File: config.mk
export PLATFORM = sky130hd
export DESIGN_NAME = rect_blit_fill_engine_top
export DESIGN_NICKNAME = d
export VERILOG_FILES = /design/src/design/rbf_pkg.sv /design/src/design/rbf_front.sv /design/src/design/rbf_queue.sv /design/src/design/rbf_back.sv /design/src/design/rect_blit_fill_engine_top.sv
export VERILOG_INCLUDE_DIRS = /design/src /design/src/design
export SDC_FILE = /design/constraint.sdc
export NUM_CORES = 2
export LEC_CHECK = 0
export CORE_MARGIN = 10
export CORE_UTILIZATION = 42
export DETAILED_ROUTE_END_ITERATION = 10
export DONT_BUFFER_PORTS = 1
export PLACE_DENSITY = 0.63
export SYNTH_ARGS = -nofsm -noshare
export SYNTH_HDL_FRONTEND = slang
export SYNTH_SLANG_ARGS = --single-unit
File: constraint.sdc
create_clock -name clk_i -period 7 [get_ports clk_i]
set_input_delay 1.05 -clock clk_i [delete_from_list [all_inputs] [get_ports clk_i]]
set_output_delay 1.05 -clock clk_i [all_outputs]
set_load 0.005 [all_outputs]
File: src/design/rect_blit_fill_engine_top_macros.svh
// Assertion macros for the rectangle engine's RTL, used by the pixel engine.
`ifndef RECT_BLIT_FILL_ENGINE_TOP_MACROS_SVH
`define RECT_BLIT_FILL_ENGINE_TOP_MACROS_SVH

// Concurrent assertion on an explicit clock and active-low reset.
`define RBF_ASSERT_CLK(label, clk, rst_n, prop, msg) \
  label: assert property (@(posedge clk) disable iff (!rst_n) prop) else $error(msg);

// Concurrent assertion on the block's own clock and reset.
`define RBF_ASSERT(label, prop, msg) \
  `RBF_ASSERT_CLK(label, clk_i, rst_ni, prop, msg)

`endif

File: src/design/rbf_pkg.sv
// Package with the types and constants of the rectangle copy and fill engine.
`default_nettype none

package rbf_pkg;

  // Widths fixed by the item format.
  localparam int unsigned ADDR_W    = 32;
  localparam int unsigned STRIDE_W  = 13;
  localparam int unsigned COORD_W   = 12;
  localparam int unsigned DIM_IN_W  = 13;
  localparam int unsigned COLOR_W   = 32;
  localparam int unsigned OFF_W     = STRIDE_W + COORD_W + 1;
  localparam int unsigned KIND_W    = 2;
  localparam int unsigned IN_DATA_W  = 200;
  localparam int unsigned OUT_DATA_W = 96;

  // Defaults for the top-level parameters.
  localparam int unsigned MAX_DIM_DEFAULT     = 4096;
  localparam int unsigned QUEUE_DEPTH_DEFAULT = 4;

  // Byte-mode fill mask.
  localparam logic [COLOR_W-1:0] BYTE_MASK = 32'h0000_00ff;

  // Configuration register byte address bit that selects the register index.
  localparam int unsigned CFG_ADDR_W = 3;
  localparam logic CFG_IDX_PIXEL_SIZE = 1'b0;

  // Item kinds on the input side.
  typedef enum logic [KIND_W-1:0] {
    KIND_TICK = 2'd0,
    KIND_BLIT = 2'd1,
    KIND_FILL = 2'd2
  } rbf_kind_e;

  // Access kinds on the output side.
  typedef enum logic {
    ACCESS_COPY = 1'b0,
    ACCESS_FILL = 1'b1
  } rbf_access_e;

  // One classified command between the front end and the pixel engine.
  typedef struct packed {
    rbf_kind_e             kind;
    logic [ADDR_W-1:0]     src_base;
    logic [ADDR_W-1:0]     dst_base;
    logic [STRIDE_W-1:0]   src_stride;
    logic [STRIDE_W-1:0]   dst_stride;
    logic [OFF_W-1:0]      src_off;
    logic [OFF_W-1:0]      dst_off;
    logic [DIM_IN_W-1:0]   width;
    logic [DIM_IN_W-1:0]   height;
    logic [COLOR_W-1:0]    color;
  } rbf_cmd_t;

endpackage

`default_nettype wire

File: src/design/rbf_front.sv
// Front end: accepts items, drops unused kinds and forms pixel offsets of the corners.
`default_nettype none

module rbf_front (
  input  wire logic                        clk_i,
  input  wire logic                        rst_ni,
  input  wire logic                        in_valid_i,
  output logic                             in_ready_o,
  input  wire logic [rbf_pkg::KIND_W-1:0]  in_kind_i,
  input  wire logic [rbf_pkg::IN_DATA_W-1:0] in_data_i,
  output logic                             push_valid_o,
  input  wire logic                        push_ready_i,
  output rbf_pkg::rbf_cmd_t                push_cmd_o
);
  import rbf_pkg::*;

  logic                  vld_q, vld_d;
  rbf_kind_e             kind_q;
  logic [ADDR_W-1:0]     src_base_q, dst_base_q;
  logic [STRIDE_W-1:0]   src_stride_q, dst_stride_q;
  logic [COORD_W-1:0]    src_x_q, dst_x_q;
  logic [OFF_W-2:0]      src_prod_q, dst_prod_q;
  logic [DIM_IN_W-1:0]   width_q, height_q;
  logic [COLOR_W-1:0]    color_q;

  logic                  accept;
  logic                  keep;
  rbf_kind_e             in_kind;

  // Unpack the input fields.
  logic [ADDR_W-1:0]     f_src_base, f_dst_base;
  logic [STRIDE_W-1:0]   f_src_stride, f_dst_stride;
  logic [COORD_W-1:0]    f_src_x, f_src_y, f_dst_x, f_dst_y;
  logic [DIM_IN_W-1:0]   f_width, f_height;
  logic [COLOR_W-1:0]    f_color;

  assign f_src_base   = in_data_i[31:0];
  assign f_src_stride = in_data_i[44:32];
  assign f_dst_base   = in_data_i[76:45];
  assign f_dst_stride = in_data_i[89:77];
  assign f_src_x      = in_data_i[101:90];
  assign f_src_y      = in_data_i[113:102];
  assign f_dst_x      = in_data_i[125:114];
  assign f_dst_y      = in_data_i[137:126];
  assign f_width      = in_data_i[150:138];
  assign f_height     = in_data_i[163:151];
  assign f_color      = in_data_i[195:164];

  assign in_kind = rbf_kind_e'(in_kind_i);

  // The stage frees up whenever its item moves into the queue.
  assign in_ready_o = !vld_q || push_ready_i;
  assign accept     = in_valid_i && in_ready_o;

  // Only ticks and the two start commands carry meaning; the unused code is dropped.
  always_comb begin
    unique case (in_kind)
      KIND_TICK, KIND_BLIT, KIND_FILL: keep = 1'b1;
      default:                         keep = 1'b0;
    endcase
  end

  always_comb begin
    vld_d = vld_q;
    if (push_valid_o && push_ready_i) begin
      vld_d = 1'b0;
    end
    if (accept) begin
      vld_d = keep;
    end
  end

  // Stage valid flag.
  always_ff @(posedge clk_i or negedge rst_ni) begin
    if (!rst_ni) begin
      vld_q <= 1'b0;
    end else begin
      vld_q <= vld_d;
    end
  end

  // Payload stage: one stride-by-row product per surface.
  always_ff @(posedge clk_i) begin
    if (accept) begin
      kind_q       <= in_kind;
      src_base_q   <= f_src_base;
      dst_base_q   <= f_dst_base;
      src_stride_q <= f_src_stride;
      dst_stride_q <= f_dst_stride;
      src_x_q      <= f_src_x;
      dst_x_q      <= f_dst_x;
      src_prod_q   <= f_src_stride * f_src_y;
      dst_prod_q   <= f_dst_stride * f_dst_y;
      width_q      <= f_width;
      height_q     <= f_height;
      color_q      <= f_color;
    end
  end

  // Offsets in pixels from the surface base to the rectangle corner.
  assign push_valid_o          = vld_q;
  assign push_cmd_o.kind       = kind_q;
  assign push_cmd_o.src_base   = src_base_q;
  assign push_cmd_o.dst_base   = dst_base_q;
  assign push_cmd_o.src_stride = src_stride_q;
  assign push_cmd_o.dst_stride = dst_stride_q;
  assign push_cmd_o.src_off    = OFF_W'(src_prod_q) + OFF_W'(src_x_q);
  assign push_cmd_o.dst_off    = OFF_W'(dst_prod_q) + OFF_W'(dst_x_q);
  assign push_cmd_o.width      = width_q;
  assign push_cmd_o.height     = height_q;
  assign push_cmd_o.color      = color_q;

endmodule

`default_nettype wire

File: src/design/rbf_queue.sv
// Short command queue between the front end and the pixel engine.
`default_nettype none

module rbf_queue #(
  parameter int unsigned DEPTH = rbf_pkg::QUEUE_DEPTH_DEFAULT
) (
  input  wire logic              clk_i,
  input  wire logic              rst_ni,
  input  wire logic              push_valid_i,
  output logic                   push_ready_o,
  input  wire rbf_pkg::rbf_cmd_t push_cmd_i,
  output logic                   pop_valid_o,
  input  wire logic              pop_ready_i,
  output rbf_pkg::rbf_cmd_t      pop_cmd_o
);
  import rbf_pkg::*;

  localparam int unsigned PTR_W = (DEPTH > 1) ? $clog2(DEPTH) : 1;
  localparam int unsigned CNT_W = $clog2(DEPTH + 1);

  rbf_cmd_t          entries_q [DEPTH];
  logic [PTR_W-1:0]  wr_ptr_q, rd_ptr_q;
  logic [CNT_W-1:0]  count_q;
  logic              do_push, do_pop;

  assign push_ready_o = (count_q != CNT_W'(DEPTH));
  assign pop_valid_o  = (count_q != '0);
  assign do_push      = push_valid_i && push_ready_o;
  assign do_pop       = pop_valid_o && pop_ready_i;
  assign pop_cmd_o    = entries_q[rd_ptr_q];

  // Pointers and fill level.
  always_ff @(posedge clk_i or negedge rst_ni) begin
    if (!rst_ni) begin
      wr_ptr_q <= '0;
      rd_ptr_q <= '0;
      count_q  <= '0;
    end else begin
      if (do_push) begin
        wr_ptr_q <= (wr_ptr_q == PTR_W'(DEPTH - 1)) ? '0 : wr_ptr_q + PTR_W'(1);
      end
      if (do_pop) begin
        rd_ptr_q <= (rd_ptr_q == PTR_W'(DEPTH - 1)) ? '0 : rd_ptr_q + PTR_W'(1);
      end
      if (do_push && !do_pop) begin
        count_q <= count_q + CNT_W'(1);
      end else if (do_pop && !do_push) begin
        count_q <= count_q - CNT_W'(1);
      end
    end
  end

  // Entry storage.
  always_ff @(posedge clk_i) begin
    if (do_push) begin
      entries_q[wr_ptr_q] <= push_cmd_i;
    end
  end

endmodule

`default_nettype wire

File: src/design/rbf_back.sv
// Pixel engine: runs the rectangle walk and issues one pixel access per tick while a rectangle runs.
`default_nettype none

`include "rect_blit_fill_engine_top_macros.svh"

module rbf_back #(
  parameter int unsigned MAX_DIM = rbf_pkg::MAX_DIM_DEFAULT
) (
  input  wire logic                        clk_i,
  input  wire logic                        rst_ni,
  input  wire logic                        pixel_size_mode_i,
  input  wire logic                        cmd_valid_i,
  output logic                             cmd_ready_o,
  input  wire rbf_pkg::rbf_cmd_t           cmd_i,
  output logic                             out_valid_o,
  input  wire logic                        out_ready_i,
  output logic                             out_kind_o,
  output logic [rbf_pkg::OUT_DATA_W-1:0]   out_data_o,
  output logic                             out_last_o
);
  import rbf_pkg::*;

  localparam int unsigned DIM_W = $clog2(MAX_DIM + 1);
  localparam int unsigned SAT_W = (DIM_W > DIM_IN_W) ? DIM_W : DIM_IN_W;

  // Clamp a rectangle dimension to the largest supported size.
  function automatic logic [DIM_W-1:0] sat_dim(input logic [DIM_IN_W-1:0] v);
    logic [SAT_W-1:0] wide;
    wide = SAT_W'(v);
    if (wide > SAT_W'(MAX_DIM)) begin
      wide = SAT_W'(MAX_DIM);
    end
    return DIM_W'(wide);
  endfunction

  // Walk state.
  logic                  busy_q, busy_d;
  logic                  is_fill_q, is_fill_d;
  logic [DIM_W-1:0]      col_q, col_d;
  logic [DIM_W-1:0]      rows_left_q, rows_left_d;
  logic [DIM_W-1:0]      run_width_q, run_width_d;
  logic [ADDR_W-1:0]     src_row_q, src_row_d;
  logic [ADDR_W-1:0]     dst_row_q, dst_row_d;
  logic [STRIDE_W-1:0]   src_stride_q, src_stride_d;
  logic [STRIDE_W-1:0]   dst_stride_q, dst_stride_d;
  logic [COLOR_W-1:0]    color_q, color_d;

  // Output register.
  logic                  out_valid_q, out_valid_d;
  logic                  out_kind_q, out_kind_d;
  logic [ADDR_W-1:0]     out_src_q, out_src_d;
  logic [ADDR_W-1:0]     out_dst_q, out_dst_d;
  logic [COLOR_W-1:0]    out_wdata_q, out_wdata_d;
  logic                  out_last_q, out_last_d;

  logic                  is_start, is_tick, out_free, do_pop, emit;
  logic [1:0]            shamt;
  logic [ADDR_W-1:0]     col_off;
  logic [DIM_W-1:0]      col_inc;
  logic                  row_end, last_px;
  logic [DIM_W-1:0]      new_w, new_h;

  assign is_start = (cmd_i.kind == KIND_BLIT) || (cmd_i.kind == KIND_FILL);
  assign is_tick  = (cmd_i.kind == KIND_TICK);
  assign out_free = !out_valid_q || out_ready_i;

  // A tick that produces a pixel waits for room in the output register.
  assign cmd_ready_o = !(is_tick && busy_q) || out_free;
  assign do_pop      = cmd_valid_i && cmd_ready_o;
  assign emit        = do_pop && is_tick && busy_q;

  assign shamt   = pixel_size_mode_i ? 2'd2 : 2'd0;
  assign col_off = ADDR_W'(col_q) << shamt;
  assign col_inc = col_q + DIM_W'(1);
  assign row_end = (col_inc == run_width_q);
  assign last_px = row_end && (rows_left_q == DIM_W'(1));
  assign new_w   = sat_dim(cmd_i.width);
  assign new_h   = sat_dim(cmd_i.height);

  // Next state of the walk and of the output register.
  always_comb begin
    busy_d       = busy_q;
    is_fill_d    = is_fill_q;
    col_d        = col_q;
    rows_left_d  = rows_left_q;
    run_width_d  = run_width_q;
    src_row_d    = src_row_q;
    dst_row_d    = dst_row_q;
    src_stride_d = src_stride_q;
    dst_stride_d = dst_stride_q;
    color_d      = color_q;
    out_valid_d  = out_valid_q && !out_ready_i;
    out_kind_d   = out_kind_q;
    out_src_d    = out_src_q;
    out_dst_d    = out_dst_q;
    out_wdata_d  = out_wdata_q;
    out_last_d   = out_last_q;

    // A start while a rectangle is running is dropped.
    if (do_pop && is_start && !busy_q) begin
      is_fill_d    = (cmd_i.kind == KIND_FILL);
      dst_stride_d = cmd_i.dst_stride;
      dst_row_d    = cmd_i.dst_base + (ADDR_W'(cmd_i.dst_off) << shamt);
      if (cmd_i.kind == KIND_FILL) begin
        color_d      = cmd_i.color;
        src_stride_d = '0;
        src_row_d    = '0;
      end else begin
        color_d      = '0;
        src_stride_d = cmd_i.src_stride;
        src_row_d    = cmd_i.src_base + (ADDR_W'(cmd_i.src_off) << shamt);
      end
      run_width_d = new_w;
      rows_left_d = new_h;
      col_d       = '0;
      busy_d      = (new_w != '0) && (new_h != '0);
    end

    // One pixel access per tick while a rectangle is running.
    if (emit) begin
      out_valid_d = 1'b1;
      out_kind_d  = is_fill_q ? ACCESS_FILL : ACCESS_COPY;
      out_src_d   = is_fill_q ? '0 : src_row_q + col_off;
      out_dst_d   = dst_row_q + col_off;
      if (is_fill_q) begin
        out_wdata_d = pixel_size_mode_i ? color_q : (color_q & BYTE_MASK);
      end else begin
        out_wdata_d = '0;
      end
      out_last_d = last_px;
      if (row_end) begin
        col_d       = '0;
        rows_left_d = rows_left_q - DIM_W'(1);
        src_row_d   = src_row_q + (ADDR_W'(src_stride_q) << shamt);
        dst_row_d   = dst_row_q + (ADDR_W'(dst_stride_q) << shamt);
        if (rows_left_q == DIM_W'(1)) begin
          busy_d = 1'b0;
        end
      end else begin
        col_d = col_inc;
      end
    end
  end

  // Control state.
  always_ff @(posedge clk_i or negedge rst_ni) begin
    if (!rst_ni) begin
      busy_q      <= 1'b0;
      col_q       <= '0;
      rows_left_q <= '0;
      run_width_q <= '0;
      out_valid_q <= 1'b0;
    end else begin
      busy_q      <= busy_d;
      col_q       <= col_d;
      rows_left_q <= rows_left_d;
      run_width_q <= run_width_d;
      out_valid_q <= out_valid_d;
    end
  end

  // Payload state.
  always_ff @(posedge clk_i) begin
    is_fill_q    <= is_fill_d;
    src_row_q    <= src_row_d;
    dst_row_q    <= dst_row_d;
    src_stride_q <= src_stride_d;
    dst_stride_q <= dst_stride_d;
    color_q      <= color_d;
    out_kind_q   <= out_kind_d;
    out_src_q    <= out_src_d;
    out_dst_q    <= out_dst_d;
    out_wdata_q  <= out_wdata_d;
    out_last_q   <= out_last_d;
  end

  assign out_valid_o = out_valid_q;
  assign out_kind_o  = out_kind_q;
  assign out_data_o  = {out_wdata_q, out_dst_q, out_src_q};
  assign out_last_o  = out_last_q;

  // A running rectangle always has rows and columns left to walk.
  `RBF_ASSERT(a_busy_dims, busy_q |-> (rows_left_q != '0 && col_q < run_width_q), "bad walk state")
  // The final pixel of a rectangle ends the walk.
  `RBF_ASSERT(a_last_ends, (emit && last_px) |=> !busy_q, "walk kept running after last pixel")
  // A pixel is only issued into a free output register.
  `RBF_ASSERT(a_no_overrun, emit |-> out_free, "output register overrun")

endmodule

`default_nettype wire

File: src/design/rect_blit_fill_engine_top.sv
// Top level of the rectangle copy and fill engine: ports, register file and wiring.
`default_nettype none

// A tick item passes the front-end stage, the queue and the pixel engine's output register
// before its pixel access shows. Throughput: one item per cycle while the output is not
// stalled; a running rectangle issues one access per tick item.
// Start items produce no result.
// Reset (async, active low) empties the queue and stages, stops any walk and sets
// pixel_size_mode to four bytes per pixel.

module rect_blit_fill_engine_top #(
  parameter int unsigned MAX_DIM     = rbf_pkg::MAX_DIM_DEFAULT,
  parameter int unsigned QUEUE_DEPTH = rbf_pkg::QUEUE_DEPTH_DEFAULT
) (
  input  wire logic                          clk_i,
  input  wire logic                          rst_ni,
  // Input items.
  input  wire logic                          s_axis_tvalid_i,
  output logic                               s_axis_tready_o,
  // tdata: src_base, src_stride, dst_base, dst_stride, src_x, src_y, dst_x, dst_y,
  // rect_width, rect_height, fill_color, zero pad.
  input  wire logic [rbf_pkg::IN_DATA_W-1:0] s_axis_tdata_i,
  // tuser: kind.
  input  wire logic [rbf_pkg::KIND_W-1:0]    s_axis_tuser_i,
  // Result items.
  output logic                               m_axis_tvalid_o,
  input  wire logic                          m_axis_tready_i,
  // tdata: src_address, dst_address, write_data.
  output logic [rbf_pkg::OUT_DATA_W-1:0]     m_axis_tdata_o,
  // tuser: access_kind.
  output logic                               m_axis_tuser_o,
  output logic                               m_axis_tlast_o,
  // Configuration port.
  input  wire logic                          psel,
  input  wire logic                          penable,
  input  wire logic                          pwrite,
  input  wire logic [rbf_pkg::CFG_ADDR_W-1:0] paddr,
  input  wire logic [31:0]                   pwdata,
  output logic [31:0]                        prdata,
  output logic                               pready
);
  import rbf_pkg::*;

  logic      pixel_size_mode_q;
  logic      push_valid, push_ready, pop_valid, pop_ready;
  rbf_cmd_t  push_cmd, pop_cmd;
  logic      cfg_wr;

  // Register file: one mode bit, written in the access phase.
  assign pready = 1'b1;
  assign cfg_wr = psel && penable && pwrite && pready && (paddr[2] == CFG_IDX_PIXEL_SIZE);

  always_ff @(posedge clk_i or negedge rst_ni) begin
    if (!rst_ni) begin
      pixel_size_mode_q <= 1'b1;
    end else if (cfg_wr) begin
      pixel_size_mode_q <= pwdata[0];
    end
  end

  assign prdata = (paddr[2] == CFG_IDX_PIXEL_SIZE) ? {31'd0, pixel_size_mode_q} : '0;

  rbf_front u_front (
    .clk_i        (clk_i),
    .rst_ni       (rst_ni),
    .in_valid_i   (s_axis_tvalid_i),
    .in_ready_o   (s_axis_tready_o),
    .in_kind_i    (s_axis_tuser_i),
    .in_data_i    (s_axis_tdata_i),
    .push_valid_o (push_valid),
    .push_ready_i (push_ready),
    .push_cmd_o   (push_cmd)
  );

  rbf_queue #(
    .DEPTH (QUEUE_DEPTH)
  ) u_queue (
    .clk_i        (clk_i),
    .rst_ni       (rst_ni),
    .push_valid_i (push_valid),
    .push_ready_o (push_ready),
    .push_cmd_i   (push_cmd),
    .pop_valid_o  (pop_valid),
    .pop_ready_i  (pop_ready),
    .pop_cmd_o    (pop_cmd)
  );

  rbf_back #(
    .MAX_DIM (MAX_DIM)
  ) u_back (
    .clk_i             (clk_i),
    .rst_ni            (rst_ni),
    .pixel_size_mode_i (pixel_size_mode_q),
    .cmd_valid_i       (pop_valid),
    .cmd_ready_o       (pop_ready),
    .cmd_i             (pop_cmd),
    .out_valid_o       (m_axis_tvalid_o),
    .out_ready_i       (m_axis_tready_i),
    .out_kind_o        (m_axis_tuser_o),
    .out_data_o        (m_axis_tdata_o),
    .out_last_o        (m_axis_tlast_o)
  );

endmodule

`default_nettype wire

== After elaboration in Yosys (flattened, before gate mapping) ==
Memory sizes are Yosys's and may differ from the RTL's.
Index checks and enable logic that the tools add are counted.

* $add $sub $neg: 14
* $mul: 2
* Magnitude comparators: 2
* Equal/unequal tests: 9
* Shift-type cells: 5
* Muxes and demuxes: 32
* Bitwise gates (word level): 1
* Reductions and logical operators: 37

{| class="wikitable"
|+ Operators with widths
! kind !! number
|-
| two-way mux 32 bit || 7
|-
| adder 32 bit || 6
|-
| two-way mux 13 bit || 8
|-
| << shifter 13 x 2 -> 32 bit || 3
|-
| << shifter 26 x 2 -> 32 bit || 2
|-
| adder 25 x 12 -> 26 bit || 2
|-
| multiplier 13 x 12 -> 25 bit || 2
|-
| > comparator 13 bit, second input constant || 2
|-
| nonzero test 13 bit || 2
|-
| logical AND 1 bit || 16
|-
| adder 13 x 1 -> 13 bit, second input constant || 1
|-
| == test 13 x 1 -> 1 bit, second input constant || 1
|-
| == test 13 bit || 1
|-
| subtractor 13 x 1 -> 13 bit, second input constant || 1
|-
| two-way mux 1 bit || 12
|-
| == test 2 bit, second input constant || 4
|-
| zero test 1 bit || 7
|-
| two-way mux 2 bit || 3
|-
| two-way mux 3 bit || 2
|-
| nonzero test 2 bit || 3
|-
| adder 2 x 1 -> 2 bit, second input constant || 2
|-
| == test 2 x 1 -> 1 bit, second input constant || 2
|-
| zero test 2 bit || 2
|-
| logical OR 1 bit || 4
|-
| other kinds (7) || 7
|}

* Flip-flop bits (word level): 495
* Bits in writable memories: 808
* Input port bits: 244
* Output and inout port bits: 133
* Logic and storage cells: 137
* Memories kept: 1

{| class="wikitable"
|+ Memories
! memory !! depth !! width !! rd ports !! clocked after Yosys merged registers in !! wr ports !! line !! source
|-
| u_queue.entries_q || 4 || 202 || 1 || 0 || 1 || rbf_queue.sv:21 || <nowiki>rbf_cmd_t entries_q [DEPTH];</nowiki>
|}

== Logic depth before layout (Yosys ltp) ==
An unclocked memory read counts as a cell.

* Word-level depth: 12
* Depth in mapped cells: 23
* Gate-level depth less buffers: 22

== By module ==
Synthesis repeated with hierarchy kept, for this count alone.

* Cells, all modules: 4,731
* Area, all modules: 66,593.9 um^2

{| class="wikitable"
|+ Modules (own cells, without submodules)
! module !! instances !! cells each !! area an instance (um^2) !! seq. area each (um^2)
|-
| rbf_queue || 1 || 1,092 || 29,600.9 || 24,438.4
|-
| rbf_front || 1 || 1,774 || 19,092.1 || 6,751.5
|-
| rbf_back || 1 || 1,827 || 17,598.1 || 7,021.7
|-
| rect_blit_fill_engine_top || 1 || 38 || 302.8 || 26.3
|}

== Worst setup path before layout ==
Ideal clock, no wire load.

* Path type: input to register
* From: input port s_axis_tvalid_i
* To: register u_front.color_q[0] (enable)
* Arrival time: 6.123 ns
* Required time: 6.386 ns
* Setup slack: 0.264 ns
* Cell stages on the path: 1
* Buffers on the path: 0
* Cells stage by stage: and2_1

* Cells in the longest elaborated chain, start to end: 1

{| class="wikitable"
|+ RTL lines
! what !! line !! source
|-
| from (decl) || rect_blit_fill_engine_top.sv:18 || <nowiki>input wire logic s_axis_tvalid_i,</nowiki>
|-
| logical AND 1 bit || rbf_front.sv:53 || <nowiki>assign accept = in_valid_i && in_ready_o;</nowiki>
|-
| to (signal assigned) || rbf_front.sv:96 || <nowiki>color_q <= f_color;</nowiki>
|-
| to (decl) || rbf_front.sv:24 || <nowiki>logic [COLOR_W-1:0] color_q;</nowiki>
|}

No other way between the ends.
A chain may end at the register's enable or synchronous reset.

== Worst setup path after layout ==
* From: input port s_axis_tdata_i[108] (netlist bit)
* To: register u_front.src_prod_q[23] (data pin)

* Cells in the longest elaborated chain, start to end: 1

{| class="wikitable"
|+ RTL lines
! what !! line !! source
|-
| from (decl) || rect_blit_fill_engine_top.sv:22 || <nowiki>input wire logic [rbf_pkg::IN_DATA_W-1:0] s_axis_tdata_i,</nowiki>
|-
| multiplier 13 x 12 -> 25 bit || rbf_front.sv:92 || <nowiki>src_prod_q <= f_src_stride * f_src_y;</nowiki>
|-
| to (signal assigned) || rbf_front.sv:92 ||
|-
| to (decl) || rbf_front.sv:22 || <nowiki>logic [OFF_W-2:0] src_prod_q, dst_prod_q;</nowiki>
|}

No other way between the ends.

==> impl_metrics.ini <==
[outcome]
status = completed

[cells_and_area]
synthToLayoutAreaGrowth_pct = 10.2
fillers = 13400
final_core_util = 0.467
layout-drive-gt1-share = 0.119
finalNonFillerCells = 6767
multi_input_area_um2 = 25100
fin_nets = 5361
regArea_um2 = 38200

[clock_network]
cts_buffers = 134
clk_latency_ns = 0.78
root_buffer = clkbuf_16
clk_path_buf_depth = 3
clock-sinks = 1303
cts_tree = yes
post_cts_buffers = 0
worst_setup_hold_path_clk_slew_ns = 0.06
cts-htree-levels = 4

[global_route]
grt_overflow_total = 0
grt_pass1_vias = 37300
grt_pass1_wl_um = 230000
grt_max_degree = 137
grtUsageTotal = 0.173
antenna_found_initial = 23

[worst_setup_path]
critPathKind = in -> reg
path_cells = and2_1 > fa_1 > inv_1 > fa_1 > inv_1 > fa_1 > fa_1 > inv_1 > fa_1 > inv_1 > ha_1 > a21o_1 > a21oi_1 > nor2b_1 > o41ai_1 > a21oi_1 > a21bo_2 > a21oi_1 > xnor2_1
required_ns = 7.52
crit_arrival_ns = 5.92
cp-start-kind = primary input
cp-end-kind = register
r2r_end = u_back.dst_row_q[31]
r2r_slack_ns = 1.73
r2r_cells = 13
r2r-start = pixel_size_mode_q
crit_path_top_delay_cell = o41ai_1
crit_fanout = 13
cpPeakStageDelay_ns = 0.61
path_common_cell = fa_1

[yosys]
yosysMostFrequentCell = edfxtp_1
synth-edff-count = 1189
syn_area_per_cell_um2 = 14.2
synth.top_cell.area_share = 0.545
async_flop_share = 0.0384
ys_warn_count = 0
seq_area_frac_synth = 0.584
ys_top_cells_by_area = edfxtp_1, fa_1, mux4_2
synth_cell_type_count = 84
synthTopCellsByCount = edfxtp_1, inv_1, nand2_1
netlist_area_um2 = 65500
synthesis.instances = 4615
ys_ff_latch = 1303
ys.flop_type = edfxtp_1
yosysTopAreaCell = edfxtp_1

[timing]
fmax_ghz = 0.185
finalHoldViolations = 0
finalSetupTns_ns = 0
rsz0062_at_grt = no
slew_headroom = 0.265
setup-violations-final = 0
fin_hold_ws_ns = 0.106
worstMarginPinSlew_ns = 1.10
finalMaxSlewViolations = 0
skew_ns = 0.0247
worst_slack_ns = 1.60
period_share = 0.771
period_minus_slack_ns = 5.40

[placed_design]
place_congestion = 0.867
io_buffers = 0
dp_cells = 6518
dpl.hpwl_um = 105000
pre_cts_ws_ns = 0.812

[die]
coreArea_um2 = 155000
pin_count = 377
chipWidth_um = 415
die_h_um = 415
start_util = 0.424
die_area_um2 = 172000
num_rows = 144

[route]
drtIter0Drc = 2643
ant_nets = 0
drc = 0
via_per_inst = 5.43
wl_um = 151000
drt_first_pass_iters = 6
vias = 36700
wire_per_inst_um = 22.3

[power]
leakage_uw = 0.0267
peakVddDrop_uv = 229
power_density_nw_per_um2 = 456

[hold_path]
hold_path.class = in -> async

[job]
drv_cap = 0
## repair_timing
action,in CTS,in global routing
resized for setup,0,0
hold buffers,1,0
endpoints found under the hold margin,49,0
## registers in the layout, indices dropped and copies added, names as in the netlist, 25 cells and up
register,cells
u_back.out_dst_q,32
u_back.src_row_q,32
u_front.src_base_q,32
u_front.dst_base_q,32
u_front.dst_prod_q,25
u_front.color_q,32
u_back.dst_row_q,32
u_queue.entries_q,808
u_front.src_prod_q,25
u_back.out_wdata_q,32
u_back.color_q,32
u_back.out_src_q,32
## cells by family after synthesis
group,count (synthesis),synth area share
compound gates,629,0.0607
xor+xnor,227,0.0304
fa+ha+maj,506,0.123
buf+inv,572,0.0351
flops,1303,0.584
mux,292,0.0847
other cells,2,0.000115
simple gates,1084,0.0823
## cell type report
type | instances | share of cell area
antenna | 5 | 0.000173
timing repair buffer | 44 | 0.00624
multi-input combinational | 2770 | 0.348
sequential | 1303 | 0.530
tap | 2044 | 0.0354
inverter | 358 | 0.0187
clock buffer | 169 | 0.0499
clock inverter | 74 | 0.0120
## routing by layer
metal	vias to the layer above	share of wire	global-route usage
li1	16900	-	-
met1	18800	0.44	0.231
met2	845	0.48	0.284
met3	215	0.050	0.0334
met4	14	0.030	0.0543
met5	-	0.00052	0
## cells in the final DEF (no fill, tap or decap), types with 13 or more instances in the layout
cell type	Yosys	final
a211oi_1	37	37
a21o_1	64	64
a21oi_1	198	198
a221oi_1	19	19
a31oi_1	16	16
and2_1	190	185
and3_1	62	62
buf_4	33	35
bufinv_16	0	13
clkbuf_1	131	27
clkbuf_16	0	137
clkinv_1	0	19
clkinv_2	0	16
conb_1	2	32
dfrtp_1	49	47
dfxtp_1	64	64
edfxtp_1	1189	1189
fa_1	229	229
ha_1	277	276
inv_1	358	356
mux2_2	86	86
mux4_2	201	201
nand2_1	340	340
nand2b_1	29	29
nand3_1	62	62
nand4_1	26	26
nor2_1	189	189
nor2b_1	54	54
nor3_1	47	47
nor4_1	14	14
o211ai_1	20	20
o21a_1	22	22
o21ai_0	139	139
or3_1	28	28
xnor2_1	136	136
xor2_1	91	91
## through the flow
step                area (µm²)  total power (µW)
floorplan                65600             22200
global route             72200             35300
finish                   72200             32900
detailed placement       67700             26000
CTS                      72200             33300
global placement         67700             25800
## worst max-delay path: cells and delay by family
kind,cells,cell delay [ns]
adder cells (fa/ha/maj),6,2.76
AND/OR/NAND/NOR,2,0.24
AO/OA/AOI/OAI,6,1.58
buffers and inverters,4,0.20
XOR/XNOR,1,0.08
## report_power, final
group	switching [µW]	internal [µW]
Combinational	8070	5830
Sequential	917	10900
Clock	3040	4170
Total	12000	20900
## how the worst max path moves through the flow
stage                   startpoint                     end  cells past startpoint  slack [ns]
6_report       s_axis_tdata_i[108]  u_front.src_prod_q[23]                     19        1.60
2_1_floorplan      s_axis_tvalid_i      u_front.color_q[0]                      1        0.26
3_3_place_gp   s_axis_tdata_i[108]  u_front.src_prod_q[23]                     19        0.79
3_5_place_dp   s_axis_tdata_i[108]  u_front.src_prod_q[23]                     19        0.81
4_1_cts        s_axis_tdata_i[108]  u_front.src_prod_q[23]                     19        1.66
5_1_grt          pixel_size_mode_q    u_back.dst_row_q[31]                     14        1.37
No activity file was read; power rests on OpenSTA's default activity.
